--- src/design/jclp_pkg.sv ---
`timescale 1ns / 1ps
`default_nettype none

package jclp_pkg;

	localparam int VALUE_BITS_DEF   = 16;
	localparam int BUTTON_COUNT_DEF = 5;
	localparam int OUT_VALUE_BITS   = 16;
	localparam int BUTTON_BITS      = 4;
	localparam int BUTTON_OUTS      = 5;
	localparam int CHAR_BITS        = 8;
	localparam int RESULT_DATA_BITS = 2 * OUT_VALUE_BITS + BUTTON_OUTS * BUTTON_BITS;
	localparam int TDATA_BITS       = ((RESULT_DATA_BITS + 7) / 8) * 8;

	localparam logic [CHAR_BITS-1:0] CHAR_NEWLINE = 8'h0A;
	localparam logic [CHAR_BITS-1:0] CHAR_COMMA   = 8'h2C;
	localparam logic [CHAR_BITS-1:0] CHAR_ZERO    = 8'h30;
	localparam logic [CHAR_BITS-1:0] CHAR_NINE    = 8'h39;
	localparam logic [CHAR_BITS-1:0] CHAR_PLUS    = 8'h2B;
	localparam logic [CHAR_BITS-1:0] CHAR_MINUS   = 8'h2D;
	localparam logic [CHAR_BITS-1:0] CHAR_SPACE   = 8'h20;
	localparam logic [CHAR_BITS-1:0] CHAR_TAB     = 8'h09;
	localparam logic [CHAR_BITS-1:0] CHAR_CR      = 8'h0D;
	localparam logic [CHAR_BITS-1:0] CHAR_VT      = 8'h0B;
	localparam logic [CHAR_BITS-1:0] CHAR_FF      = 8'h0C;

	// number phase
	localparam logic [1:0] PH_START  = 2'd0;
	localparam logic [1:0] PH_SIGN   = 2'd1;
	localparam logic [1:0] PH_DIGITS = 2'd2;
	localparam logic [1:0] PH_SKIP   = 2'd3;

	// field position
	localparam logic [1:0] FLD_X       = 2'd0;
	localparam logic [1:0] FLD_Y       = 2'd1;
	localparam logic [1:0] FLD_BUTTONS = 2'd2;

	typedef logic [BUTTON_BITS-1:0] button_t;

	typedef struct packed {
		logic                                line_error;
		logic [BUTTON_OUTS-1:0][BUTTON_BITS-1:0] buttons;
		logic [OUT_VALUE_BITS-1:0]           y_value;
		logic [OUT_VALUE_BITS-1:0]           x_value;
	} result_t;

	function automatic logic is_digit(input logic [CHAR_BITS-1:0] c);
		return (c >= CHAR_ZERO) && (c <= CHAR_NINE);
	endfunction

	function automatic logic is_blank(input logic [CHAR_BITS-1:0] c);
		return (c == CHAR_SPACE) || (c == CHAR_TAB) || (c == CHAR_CR) ||
			(c == CHAR_VT) || (c == CHAR_FF);
	endfunction

endpackage

`default_nettype wire

--- src/design/jclp_number.sv ---
`timescale 1ns / 1ps
`default_nettype none

module jclp_number #(
	parameter int VALUE_BITS = jclp_pkg::VALUE_BITS_DEF
) (
	input  wire logic [jclp_pkg::CHAR_BITS-1:0] rx_byte,
	input  wire logic [1:0]                     phase,
	input  wire logic                           negative,
	input  wire logic [VALUE_BITS-1:0]          acc,
	output logic      [1:0]                     phase_next,
	output logic                                negative_next,
	output logic      [VALUE_BITS-1:0]          acc_next,
	output logic      [VALUE_BITS-1:0]          value
);
	import jclp_pkg::*;

	localparam logic [VALUE_BITS-1:0] MAG_LIMIT = {1'b1, {(VALUE_BITS-1){1'b0}}};
	localparam logic [VALUE_BITS-1:0] MAG_MAX   = {1'b0, {(VALUE_BITS-1){1'b1}}};

	logic [VALUE_BITS+2:0] acc_times_ten;
	logic                  at_start;

	// acc*10 + digit; the digit is the low nibble of an ASCII digit
	assign acc_times_ten = {acc, 3'b000} + {2'b00, acc, 1'b0} +
		{{(VALUE_BITS-1){1'b0}}, rx_byte[3:0]};
	assign at_start = (phase == PH_START);

	always_comb begin
		phase_next    = phase;
		negative_next = negative;
		acc_next      = acc;
		if (at_start && rx_byte == CHAR_PLUS) begin
			phase_next = PH_SIGN;
		end else if (at_start && rx_byte == CHAR_MINUS) begin
			phase_next    = PH_SIGN;
			negative_next = 1'b1;
		end else if (!(at_start && is_blank(rx_byte)) && phase != PH_SKIP) begin
			if (!is_digit(rx_byte)) begin
				phase_next = PH_SKIP;
			end else begin
				phase_next = PH_DIGITS;
				if (acc_times_ten > {3'b000, MAG_LIMIT}) begin
					acc_next = MAG_LIMIT;
				end else begin
					acc_next = acc_times_ten[VALUE_BITS-1:0];
				end
			end
		end
	end

	// saturated signed value of the number parsed so far
	always_comb begin
		if (negative) begin
			value = {VALUE_BITS{1'b0}} - acc;
		end else if (acc > MAG_MAX) begin
			value = MAG_MAX;
		end else begin
			value = acc;
		end
	end

endmodule

`default_nettype wire

--- src/design/jclp_parser.sv ---
`timescale 1ns / 1ps
`default_nettype none

module jclp_parser #(
	parameter int VALUE_BITS   = jclp_pkg::VALUE_BITS_DEF,
	parameter int BUTTON_COUNT = jclp_pkg::BUTTON_COUNT_DEF
) (
	input  wire logic                           clk,
	input  wire logic                           arst_n,
	input  wire logic                           step,
	input  wire logic [jclp_pkg::CHAR_BITS-1:0] rx_byte,
	output jclp_pkg::result_t                   result
);
	import jclp_pkg::*;

	localparam int CNT_BITS = $clog2(BUTTON_COUNT + 1);

	logic [1:0]              field_q;
	logic [1:0]              phase_q;
	logic                    negative_q;
	logic [VALUE_BITS-1:0]   acc_q;
	logic [VALUE_BITS-1:0]   first_q;
	logic [VALUE_BITS-1:0]   second_q;
	logic [CNT_BITS-1:0]     count_q;
	button_t                 store_q [BUTTON_COUNT];
	logic                    error_q;

	logic [1:0]              phase_next;
	logic                    negative_next;
	logic [VALUE_BITS-1:0]   acc_next;
	logic [VALUE_BITS-1:0]   num_value;
	logic [VALUE_BITS-1:0]   x_full;
	logic [VALUE_BITS-1:0]   y_full;
	logic                    buttons_short;
	logic                    rx_digit;

	jclp_number #(
		.VALUE_BITS(VALUE_BITS)
	) u_number (
		.rx_byte      (rx_byte),
		.phase        (phase_q),
		.negative     (negative_q),
		.acc          (acc_q),
		.phase_next   (phase_next),
		.negative_next(negative_next),
		.acc_next     (acc_next),
		.value        (num_value)
	);

	assign buttons_short = (count_q < CNT_BITS'(BUTTON_COUNT));
	assign rx_digit      = is_digit(rx_byte);

	always_ff @(posedge clk or negedge arst_n) begin
		if (!arst_n) begin
			field_q    <= FLD_X;
			phase_q    <= PH_START;
			negative_q <= 1'b0;
			acc_q      <= '0;
			first_q    <= '0;
			second_q   <= '0;
			count_q    <= '0;
			error_q    <= 1'b0;
			for (int k = 0; k < BUTTON_COUNT; k++) begin
				store_q[k] <= '0;
			end
		end else if (step) begin
			if (rx_byte == CHAR_NEWLINE) begin
				field_q    <= FLD_X;
				phase_q    <= PH_START;
				negative_q <= 1'b0;
				acc_q      <= '0;
				first_q    <= '0;
				second_q   <= '0;
				count_q    <= '0;
				error_q    <= 1'b0;
				for (int k = 0; k < BUTTON_COUNT; k++) begin
					store_q[k] <= '0;
				end
			end else if (field_q != FLD_BUTTONS) begin
				if (rx_byte == CHAR_COMMA) begin
					if (field_q == FLD_X) begin
						first_q <= num_value;
					end else begin
						second_q <= num_value;
					end
					field_q    <= field_q + 2'd1;
					phase_q    <= PH_START;
					negative_q <= 1'b0;
					acc_q      <= '0;
				end else begin
					phase_q    <= phase_next;
					negative_q <= negative_next;
					acc_q      <= acc_next;
				end
			end else if (buttons_short) begin
				for (int k = 0; k < BUTTON_COUNT; k++) begin
					if (count_q == CNT_BITS'(k)) begin
						store_q[k] <= rx_digit ? rx_byte[BUTTON_BITS-1:0] : '0;
					end
				end
				if (!rx_digit) begin
					error_q <= 1'b1;
				end
				count_q <= count_q + 1'b1;
			end
		end
	end

	always_comb begin
		case (field_q)
			FLD_X: begin
				x_full = num_value;
				y_full = '0;
			end
			FLD_Y: begin
				x_full = first_q;
				y_full = num_value;
			end
			default: begin
				x_full = first_q;
				y_full = second_q;
			end
		endcase
	end

	assign result.line_error = (field_q != FLD_BUTTONS) || error_q || buttons_short;

	generate
		if (VALUE_BITS >= OUT_VALUE_BITS) begin : g_trunc
			assign result.x_value = x_full[OUT_VALUE_BITS-1:0];
			assign result.y_value = y_full[OUT_VALUE_BITS-1:0];
		end else begin : g_ext
			assign result.x_value = {{(OUT_VALUE_BITS-VALUE_BITS){1'b0}}, x_full};
			assign result.y_value = {{(OUT_VALUE_BITS-VALUE_BITS){1'b0}}, y_full};
		end

		for (genvar i = 0; i < BUTTON_OUTS; i++) begin : g_btn
			if (i < BUTTON_COUNT) begin : g_used
				assign result.buttons[i] = (field_q == FLD_BUTTONS) ? store_q[i] : '0;
			end else begin : g_unused
				assign result.buttons[i] = '0;
			end
		end
	endgenerate

endmodule

`default_nettype wire

--- src/design/joystick_command_line_parser_unit.sv ---
`timescale 1ns / 1ps
`default_nettype none

// Parses x,y,bbbbb lines from a byte stream, one byte per beat on s_*, and
// delivers one result beat on m_* for each newline. A byte is taken every
// cycle unless a held newline fills the input register; the parser state
// updates from the byte in the input register, and a newline then loads
// the output register. Only a newline can be held back, and only while
// the output register is full and not taken; the bytes behind it wait
// then, and otherwise flow at one per cycle regardless of m_tready.
module joystick_command_line_parser_unit #(
	parameter int VALUE_BITS   = jclp_pkg::VALUE_BITS_DEF,
	parameter int BUTTON_COUNT = jclp_pkg::BUTTON_COUNT_DEF
) (
	input  wire logic                            clk,
	input  wire logic                            arst_n,
	input  wire logic                            s_tvalid,
	output logic                                 s_tready,
	input  wire logic [jclp_pkg::CHAR_BITS-1:0]  s_tdata,  // rx_byte
	output logic                                 m_tvalid,
	input  wire logic                            m_tready,
	// x_value, y_value, select_button, button_three, button_four,
	// button_five, button_six, zero pad
	output logic      [jclp_pkg::TDATA_BITS-1:0] m_tdata,
	output logic      [0:0]                      m_tuser   // line_error
);
	import jclp_pkg::*;

	logic                 valid_s1;
	logic [CHAR_BITS-1:0] byte_s1;
	logic                 out_valid_q;
	result_t              result_q;
	result_t              result;
	logic                 out_free;
	logic                 advance;

	assign out_free = !out_valid_q || m_tready;
	assign advance  = valid_s1 && (out_free || byte_s1 != CHAR_NEWLINE);
	assign s_tready = !valid_s1 || advance;

	always_ff @(posedge clk or negedge arst_n) begin
		if (!arst_n) begin
			valid_s1 <= 1'b0;
		end else if (s_tready) begin
			valid_s1 <= s_tvalid;
		end
	end

	always_ff @(posedge clk) begin
		if (s_tready && s_tvalid) begin
			byte_s1 <= s_tdata;
		end
	end

	jclp_parser #(
		.VALUE_BITS  (VALUE_BITS),
		.BUTTON_COUNT(BUTTON_COUNT)
	) u_parser (
		.clk    (clk),
		.arst_n (arst_n),
		.step   (advance),
		.rx_byte(byte_s1),
		.result (result)
	);

	always_ff @(posedge clk or negedge arst_n) begin
		if (!arst_n) begin
			out_valid_q <= 1'b0;
		end else if (advance && byte_s1 == CHAR_NEWLINE) begin
			out_valid_q <= 1'b1;
		end else if (m_tready) begin
			out_valid_q <= 1'b0;
		end
	end

	always_ff @(posedge clk) begin
		if (advance && byte_s1 == CHAR_NEWLINE) begin
			result_q <= result;
		end
	end

	assign m_tvalid = out_valid_q;
	assign m_tdata  = {{(TDATA_BITS - RESULT_DATA_BITS){1'b0}},
		result_q.buttons, result_q.y_value, result_q.x_value};
	assign m_tuser  = result_q.line_error;

endmodule

`default_nettype wire

--- config.mk ---
export PLATFORM = sky130hd
export DESIGN_NAME = joystick_command_line_parser_unit
export DESIGN_NICKNAME = d
export VERILOG_FILES = /design/src/design/jclp_pkg.sv /design/src/design/jclp_number.sv /design/src/design/jclp_parser.sv /design/src/design/joystick_command_line_parser_unit.sv
export SDC_FILE = /design/constraint.sdc
export NUM_CORES = 1
export LEC_CHECK = 0
export BUFFER_PORTS_ARGS = -buffer_cell sky130_fd_sc_hd__buf_2
export CAP_MARGIN = 20
export CORE_MARGIN = 2
export CORE_UTILIZATION = 43
export DETAILED_ROUTE_END_ITERATION = 8
export HOLD_SLACK_MARGIN = 0.1
export MAX_ROUTING_LAYER = met4
export SLEW_MARGIN = 20
export SYNTH_ARGS = -nofsm -noshare
export SYNTH_HDL_FRONTEND = slang
export SYNTH_SLANG_ARGS = --single-unit
--- constraint.sdc ---
create_clock -name clk -period 11.15 [get_ports clk]
set_clock_uncertainty 0.15 [all_clocks]
set_input_delay 1.115 -clock clk [delete_from_list [all_inputs] [get_ports clk]]
set_output_delay 1.115 -clock clk [all_outputs]
set_load 0.01 [all_outputs]
# == After elaboration in Yosys (flattened, before gate mapping) ==
# Index checks and enable logic that the tools add are counted.
# word_totals
register_bits,140
in_bits,12
output_inout_bits,59
elab_cells,157
# classes
n_addsub,5
n_lt_le_gt_ge,5
n_eq_ne,23
muxes,52
reduce_logical,48
# op_table
operator,count
$mux 16,18
$mux 20,3
$eq 8x4->1 const B,5
$eq 8x6->1 const B,4
$pmux 16 s2,1
$reduce_and 4->1,8
$mux 4,6
$add 19x17->19,1
$add 19x4->19,1
$gt 19x16->1 const B,1
$mux 2,9
$reduce_bool 2->1,9
$gt 16x15->1 const B,1
$sub 1x16->16 const A,1
$mux 1,12
$ne 2x2->1 const B,5
$logic_or 1x1->1,9
$mux 3,3
$reduce_and 3->1,3
$reduce_bool 3->1,3
$ge 8x6->1 const B,1
$le 8x6->1 const B,1
$logic_and 1x1->1,8
$ne 8x4->1 const B,1
other kinds (14),19

# == Longest topological paths before layout ==
# Gate-level depths: netlist of run 1.
# depth
word_depth,14
ltp_mapped,12
mapped_depth_nobuf,12

# == Cells and area by module ==
# A second synthesis of run 1 with hierarchy kept.
# unflattened
cells_unflattened,720
hier_area_um2,7936.4
# by_module_without_submodules
module,n_inst,cells_each,area_each_um2,seq_area_each_um2
jclp_parser,1,375,4086.4,1926.8
joystick_command_line_parser_unit,1,79,2028.2,1881.8
jclp_number,1,266,1821.7,0.0

# == Worst setup path before layout of run 1 ==
# Ideal clock, no wire load.
# synth_timing
path_kind,reg-to-reg
startpoint,reg byte_s1[2]
endpoint,"reg result_q (netlist bit m_tdata[0]), enable pin"
setup_time_ns,0.464
t_arrival_ns,3.749
required_time_ns,10.536
slack_ns,6.787
path_stages_with_launch,5
path_buffers,1
period_less_slack_ns,4.363
cell_sequence,edfxtp_1 > or3b_1 > or4_4 > buf_2 > nor2_1
# synth_between
elab_chain_len,4
elab_cells_between_ends,5
classes_between,eq/ne (2); reduce/logical (3)
# synth_lines
item,line_no,text
from (decl),joystick_command_line_parser_unit.sv:30,logic [CHAR_BITS-1:0] byte_s1;
from (signal assigned),joystick_command_line_parser_unit.sv:51,byte_s1 <= s_tdata;
$ne 8x4->1,joystick_command_line_parser_unit.sv:38,assign advance = valid_s1 && (out_free || byte_s1 != CHAR_NEWLINE);
$logic_or 1x1->1,joystick_command_line_parser_unit.sv:38,
$logic_and 1x1->1,joystick_command_line_parser_unit.sv:38,
$logic_and 1x1->1 *,joystick_command_line_parser_unit.sv:77,if (advance && byte_s1 == CHAR_NEWLINE) begin
to (signal assigned),joystick_command_line_parser_unit.sv:78,result_q <= result;
to (decl),joystick_command_line_parser_unit.sv:32,result_t result_q;
# Mark *: on every way between the ends. The rest lies on a longest branch, timed or not.
# A chain may end at the register's enable or synchronous reset.

# == Final worst setup path of run 1 ==
# layout_timing
startpoint,reg u_parser.acc_q[0]
endpoint,reg u_parser.acc_q[5]
# layout_between
elab_chain_len,11
# layout_lines
item,line_no,text
from (decl),jclp_parser.sv:21,logic [VALUE_BITS-1:0] acc_q;
from (signal assigned),jclp_parser.sv:93,acc_q <= acc_next;
$add 19x17->19 *,jclp_number.sv:25,"assign acc_times_ten = {acc, 3'b000} + {2'b00, acc, 1'b0} +"
$add 19x4->19 *,jclp_number.sv:25,
$gt 19x16->1,jclp_number.sv:43,"if (acc_times_ten > {3'b000, MAG_LIMIT}) begin"
$mux 16 *,jclp_number.sv:43,
$mux 16 *,jclp_number.sv:39,if (!is_digit(rx_byte)) begin
$mux 16 *,jclp_number.sv:38,end else if (!(at_start && is_blank(rx_byte)) && phase != PH_SKIP) begin
$mux 16 *,jclp_number.sv:35,end else if (at_start && rx_byte == CHAR_MINUS) begin
$mux 16 *,jclp_number.sv:33,if (at_start && rx_byte == CHAR_PLUS) begin
$mux 16 *,jclp_parser.sv:80,if (rx_byte == CHAR_COMMA) begin
$mux 16 *,jclp_parser.sv:79,end else if (field_q != FLD_BUTTONS) begin
$mux 16 *,jclp_parser.sv:67,if (rx_byte == CHAR_NEWLINE) begin
# Mark *: on every way between the ends. The rest lies on a longest branch, timed or not. The select of a mux whose other input is x is not followed.

==> metrics.md, run 1 <==
| Metric | Value |
|---|---|
| Port Buffers | `66` |
| Flop2flop setup slack | `7.36 ns` |
| Post-CTS Setup Inserts | `0` |
| Initial Util | `0.438` |
| Post-Layout Cell Count | `940` |
| Grt ovf | `0` |
| Post-Synthesis Cells | `642` |
| # hold bufs at CTS | `0` |
| Crit path max fanout | `9` |
| Clock sink total | `140` |
| Tot GR Track Use | `0.182` |
| Initial drt markers | `407` |
| Area leader, netlist | `dfrtp_1` |
| Fin. Hold Viols | `0` |
| Critical Path Source | `u_parser.acc_q[0]` |
| RSZ-0062 raised after global routing | `false` |
| YS warnings | `0` |
| Max Buffers Root-to-Sink | `2` |
| CORE AREA | `0.0165 mm²` |
| Metal3 WL | `553 µm` |
| Initial antenna violation count | `0` |
| Commonest non-fill, non-tap cell in the layout | `dfrtp_1` |
| Met2 Routed Length | `6860 µm` |
| Clk slew on worst S/H paths | `0.06 ns` |
| Resize count post-CTS | `0` |
| R2r startpoint | `u_parser.acc_q[0]` |
| PD cells | `159 mW/mm²` |
| CP required | `11.31 ns` |
| Remaining DRCs | `0` |
| Final setup fails | `0` |
| Peak VDD IR | `114 µV` |
| Post-synth ARST share | `0.564` |
| Hold Path Depth | `2` |
| Die area | `0.0179 mm²` |
| EDFF count, synth | `61` |
| Register area share after synthesis | `0.526` |
| Status | `finished, final reports clean` |
| Worst Hold Class | `reg2reg` |
| Placed cell count | `908` |
| Max-slew violations | `0` |
| Vias | `5049` |
| Router iterations before antenna repair | `4` |
| First-pass GRT wire length | `25100 µm` |
| FILL cells | `1466` |
| # rows | `47` |
| WL final | `15100 µm` |
| Htree depth | `4` |
| Max Cap Viol | `0` |
| Root Buffer Master | `clkbuf_16` |
| Avg Cell Area, Syn | `11.3 µm²` |
| Hold_sp | `u_parser.first_q[0]` |
| Final HPWL DP | `10500 µm` |
| # nets final | `761` |
| Synth unique cells | `64` |
| Clk Latency, worst-skew pair | `0.42 ns` |
| GP Congestion | `0.909` |
| Mapped Area | `0.00724 mm²` |
| Leak Pwr | `3.97 nW` |
| CTS tree | `yes` |
| CP Launch Type | `flop` |
| Yosys reg bits | `140` |
| Most frequent cells in the layout | `dfrtp_1 (79), buf_2 (65), edfxtp_1 (61), nand2_1 (56), ha_1 (40)` |
| Die width | `134 µm` |
| Ratio of cells with drive above 1 in the final layout | `0.204` |
| Die height | `134 µm` |
| Slew @ Worst Pin | `1.10 ns` |
| TNS Setup | `0 ns` |
| Dominant cells by area after synthesis | `dfrtp_1 (27%), edfxtp_1 (25%), ha_1 (6.9%), mux2_2 (5.4%), a22o_1 (3.9%)` |
| Post-route ant nets | `0` |
| Top Ports | `71` |
| Worst Reg-to-Reg Cells | `12` |
| Slew HR | `0.267` |
| Post-synth top area share | `0.273` |
| DR WL/cell | `16.0 µm` |
| Max Clock Freq | `264 MHz` |
| Diode count | `0` |
| CP arrival | `3.96 ns` |
| CTS Buf Count | `17` |
| Setup CP Type | `reg2reg` |
| Vias in the first global route | `4897` |
| Met1 Wirelength | `7430 µm` |
| Top Metal Used | `met4` |
| Final period util | `0.340` |
| Element type at the critical path end | `flop` |
| Largest net degree at the start of global routing | `80` |
| Vias/cell | `5.37` |
| Total Power | `0.00133 W` |
| Top FF cell, synth | `dfrtp_1` |
| Post-layout minimum cycle time | `3.79 ns` |
| P&R area growth vs syn | `15.3%` |
-- Yosys cell counts (all sizes together), types with 2 or more instances --
| library cell | number |
|---|---|
| a211o | 2 |
| a211oi | 11 |
| a21o | 12 |
| a21oi | 33 |
| a22o | 32 |
| a31oi | 6 |
| and2 | 26 |
| and3 | 9 |
| buf | 12 |
| clkbuf | 14 |
| dfrtp | 79 |
| edfxtp | 61 |
| fa | 2 |
| ha | 40 |
| inv | 24 |
| mux2 | 35 |
| mux2i | 2 |
| nand2 | 56 |
| nand2b | 20 |
| nand3 | 11 |
| nor2 | 29 |
| nor2b | 5 |
| nor3 | 18 |
| nor3b | 2 |
| nor4 | 5 |
| o2111ai | 3 |
| o211a | 3 |
| o211ai | 2 |
| o21a | 5 |
| o21ai | 41 |
| o22ai | 2 |
| o31a | 2 |
| o31ai | 10 |
| or3 | 5 |
| or3b | 2 |
| or4 | 2 |
| xnor2 | 2 |
| xor2 | 4 |
-- cells by family (layout without fill, tap and decap cells) --
family	after synthesis	count (layout)	synth area share
xor gates and xnor gates	6	6	0.00726
DFF	140	140	0.526
and+or+nand+nor	195	195	0.140
AOI/OAI and AO/OA	171	171	0.163
adders and majority gates	42	42	0.0746
buffers and inverters	50	125	0.0318
muxes	37	37	0.0572
other	1	4	0.000518
-- where the power goes --
part           switching [W]  internal (W)  total, W
registers          0.0000204      0.000551  0.000571
logic               0.000121     0.0000702  0.000192
clock network       0.000216      0.000352  0.000568
-- layout make-up --
cell class,instances,area [µm²],area share
inverter,24,90.1,0.0108
tap,220,275,0.0329
timing repair buffer,69,359,0.0430
multi-input combinational,455,3220,0.386
clock buffer,18,429,0.0514
sequential,140,3810,0.456
clock inverter,14,169,0.0202
-- through the flow --
step                      utilization  instance area (µm²)  hold slack, ns  setup WS, ns
after CTS                       0.505                 8350           0.330          7.40
after global routing            0.506                 8350           0.347          7.14
after detailed placement        0.469                 7750           0.315          7.44
final                           0.506                 8350           0.323          7.36
after floorplan                     -                 7250           0.297          6.79
after global placement          0.469                 7750           0.315          7.63
-- layer usage --
layer  GRT usage  vias to the layer above
met5           -                        -
met3      0.0374                       15
met2       0.268                       96
li1            -                     2500
met4      0.0615                        0
met1       0.254                     2438
-- registers in the layout (all words and copies together), names as in the netlist --
signal and flops:
u_parser.field_q 2, u_parser.second_q 16, u_parser.phase_q 2, byte_s1 8
valid_s1 1, u_parser.count_q 3, u_parser.store_q 20, u_parser.acc_q 16
u_parser.error_q 1, m_tvalid 1, m_tdata 52, m_tuser 1
u_parser.first_q 16, u_parser.negative_q 1
-- worst paths after layout --
check                                       end
max                           u_parser.acc_q[5]
min                         u_parser.first_q[0]
max reg2reg                   u_parser.acc_q[5]
min reg2reg                 u_parser.first_q[0]
max in group asynchronous     u_parser.acc_q[4]
min in group asynchronous  u_parser.store_q[19]
-- critical path, cell delays in order, from the launching register on --
cell      delay, ns
dfrtp_1        0.47
inv_1          0.12
fa_1           0.58
inv_1          0.06
ha_1           0.29
a21o_1         0.12
nand3_1        0.13
a211oi_1       0.40
o21a_1         0.21
o311ai_1       0.16
nor4_2         0.44
o211ai_2       0.24
o31ai_1        0.30
Power figures use the tool's default switching activity.
==> run 2, diff against run 1 <==
--- a/config.mk
+++ b/config.mk
@@ -5,6 +5,7 @@
 export SDC_FILE = /design/constraint.sdc
 export NUM_CORES = 1
 export LEC_CHECK = 0
+export ABC_AREA = 1
 export BUFFER_PORTS_ARGS = -buffer_cell sky130_fd_sc_hd__buf_2
 export CAP_MARGIN = 20
 export CORE_MARGIN = 2
==> constraint.sdc (replaced) <==
create_clock -name clk -period 3.8 [get_ports clk]
set_clock_uncertainty 0.15 [all_clocks]
set_input_delay 0.38 -clock clk [delete_from_list [all_inputs] [get_ports clk]]
set_output_delay 0.38 -clock clk [all_outputs]
set_load 0.01 [all_outputs]
==> run 2 against run 1 <==
Net effect:
- core utilization fell by 0.064 points
- cell count increased by 32%
- maximum frequency rose by 23%
- count of clock-buffer cells in the layout unchanged
- setup slack worse by 6.6 ns
- total power rose to 3.2 times the previous value
- synthesized area increased by 6.7%
- sequential share of layout area fell by 3.2 points
- highest routed layer unchanged
==> metrics.md, run 2 <==
| Metric | Value |
|---|---|
| Die area | `0.0191 mm²` |
| Synth unique cells | `42` |
| Dominant cells by area after synthesis | `dfrtp_1 (26%), edfxtp_1 (24%), nand2_1 (13%), inv_1 (7.6%), ha_1 (6.5%)` |
| Tot GR Track Use | `0.182` |
| Top-count cell post-synth | `nand2_1` |
| Crit path max fanout | `16` |
| DR WL/cell | `13.2 µm` |
| Yosys reg bits | `140` |
| Most frequent cells in the layout | `nand2_1 (261), inv_1 (155), dfrtp_1 (79), nand3_1 (65), buf_2 (65)` |
| Hold_sp | `u_parser.first_q[14]` |
| GP Congestion | `0.881` |
| Setup CP Type | `reg2reg` |
| Post-synth top area share | `0.256` |
| Max incr delay on CP | `0.54 ns` |
| TNS Setup | `0 ns` |
| Worst setup margin | `0.722 ns` |
| Die height | `138 µm` |
| Vias/cell | `4.88` |
| EDFF count, synth | `61` |
| Final HPWL DP | `12200 µm` |
| Fin. Hold Viols | `0` |
| Max Cap Viol | `0` |
| Worst Reg-to-Reg Cells | `15` |
| Part of the power in registers | `0.423` |
| Register area | `0.00381 mm²` |
| Status | `finished, final reports clean` |
| Root Buffer Master | `clkbuf_16` |
| Final Util | `0.505` |
| P&R area growth vs syn | `16.2%` |
| Post-layout minimum cycle time | `3.08 ns` |
| Initial antenna violation count | `0` |
| Clock sink total | `140` |
| Pre-CTS WS | `0.713 ns` |
| Max-slew violations | `0` |
| Grt ovf | `0` |
| CP max stage cell | `fa_1` |
| CP required | `3.95 ns` |
| YS warnings | `0` |
| R2r startpoint | `byte_s1[3]` |
| Element type at the critical path end | `flop` |
| Clk slew on worst S/H paths | `0.06 ns` |
| Post-synth ARST share | `0.564` |
| Htree depth | `4` |
| # rows | `49` |
| Critical Path Source | `byte_s1[3]` |
| Switch Pwr | `0.00124 W` |
| Diode count | `0` |
| Final period util | `0.810` |
| Slew @ Worst Pin | `0.779 ns` |
| CP Launch Type | `flop` |
| Port Buffers | `66` |
| Critical path, cell by cell | `inv_1, fa_1, fa_1, inv_1, nand3_1, nand2_1, nand2_1, nand2_1, nand3b_1, nand3_1, nand2_1, nor2_4, nand2_1, nand2_1, o21ai_0` |
| Die width | `138 µm` |
| Avg Cell Area, Syn | `8.45 µm²` |
| Commonest non-fill, non-tap cell in the layout | `nand2_1` |
| CTS Buf Count | `17` |
| Internal power | `0.00296 W` |
| Mapped Area | `0.00773 mm²` |
| Remaining DRCs | `0` |
| Post-Synthesis Cells | `915` |
| Initial Util | `0.435` |
| CORE AREA | `0.0178 mm²` |
| Max reg flops | `52` |
| Max Buffers Root-to-Sink | `2` |
| Peak VDD IR | `305 µV` |
| R2r endpoint | `u_parser.acc_q[15]` |
| CTS tree | `yes` |
| Initial drt markers | `341` |
| CP dominant cell by count | `nand2_1` |
| Top Ports | `71` |
| Worst Hold Class | `reg2reg` |
| Combinational power share | `0.181` |
| Vias | `6039` |
| PD cells | `468 mW/mm²` |
| Router iterations before antenna repair | `5` |
| WL final | `16300 µm` |
| Multi-input logic area | `0.00318 mm²` |
| Max Clock Freq | `325 MHz` |
| Vias in the first global route | `5537` |
| Critical Path Sink | `u_parser.acc_q[15]` |
| First-pass GRT wire length | `27600 µm` |
| Commonest cells in the netlist | `nand2_1 (261), inv_1 (156), dfrtp_1 (79)` |
| Area leader, netlist | `dfrtp_1` |
| Final setup fails | `0` |
| Post-route ant nets | `0` |
| Clock network power share | `0.396` |
| # nets final | `1050` |
| Register area share after synthesis | `0.493` |
| Switching share of power | `0.296` |
| Top FF cell, synth | `dfrtp_1` |
| Clk Latency, worst-skew pair | `0.43 ns` |
| Leak Pwr | `4.62 nW` |
| FILL cells | `1757` |
| Flop2flop setup slack | `0.72 ns` |
| RSZ-0062 raised after global routing | `false` |
| Ratio of cells with drive above 1 in the final layout | `0.141` |
| CP arrival | `3.23 ns` |
| Slew HR | `0.480` |
| Largest net degree at the start of global routing | `80` |
[run 2: worst min-delay path by stage]
stage,endpoint,cells after the start
floorplan,m_tvalid,0
global placement,u_parser.first_q[14],2
detailed placement,u_parser.first_q[14],2
CTS,u_parser.first_q[14],2
global route,u_parser.second_q[12],2
finish,u_parser.first_q[14],2
[run 2: cell families (layout without fill, tap and decap cells)]
group / count (synthesis) / count (layout) / synth area share
flip-flops: 140 / 140 / 0.493
AND/OR/NAND/NOR: 424 / 424 / 0.236
adder cells (fa/ha/maj): 42 / 42 / 0.0699
AO/OA/AOI/OAI: 122 / 122 / 0.101
XOR/XNOR: 2 / 2 / 0.00227
buffers and inverters: 184 / 275 / 0.0975
other: 1 / 4 / 0.000485
[run 2: stage by stage]
stage	hold slack [ns]	total power [W]	instance area, µm²	std cells
after floorplan	-0.0656	0.00235	7740	918
after global placement	0.306	0.00255	8260	1195
after detailed placement	0.311	0.00255	8260	1195
after CTS	0.325	0.00423	8970	1238
after global routing	0.346	0.00441	8980	1238
final	0.321	0.00420	8980	1238
[run 2: what timing repair did]
item,in CTS,in global routing
gates resized for setup,0,0
buffers inserted,0,0
setup endpoints to repair,0,0
hold buffers,11,0
endpoints found under the hold margin,89,0
[run 2: critical path, delay by kind of cell (launching register included)]
| kind | cells | cell delay [ns] |
|---|---|---|
| AOI/OAI and AO/OA | 1 | 0.06 |
| and+or+nand+nor | 10 | 1.08 |
| adders and majority gates | 2 | 1.01 |
| buffers and inverters | 2 | 0.21 |
| DFF | 1 | 0.42 |
[run 2: area by class of cell]
class / instances / area share
Clock buffer: 18 / 0.0489
Inverter: 160 / 0.0669
Sequential cell: 140 / 0.424
Clock inverter: 14 / 0.0180
Tap cell: 229 / 0.0319
Timing Repair Buffer: 83 / 0.0562
Multi-Input combinational cell: 594 / 0.354
[run 2: power by group through the flow]
stage / Sequential, W / Combinational (W) / Clock (W)
after floorplan: 0.00178 / 0.000569 / 0
after global placement: 0.00180 / 0.000744 / 0
after detailed placement: 0.00180 / 0.000749 / 0
after CTS: 0.00178 / 0.000761 / 0.00169
after global routing: 0.00179 / 0.000864 / 0.00176
final: 0.00178 / 0.000759 / 0.00166
[run 2: metal layers]
layer	wire length, µm	vias up	track usage
met3	596	20	0.0381
met1	8320	2785	0.260
met2	7180	113	0.262
li1	-	3121	-
met4	226	0	0.0548
met5	0	-	-
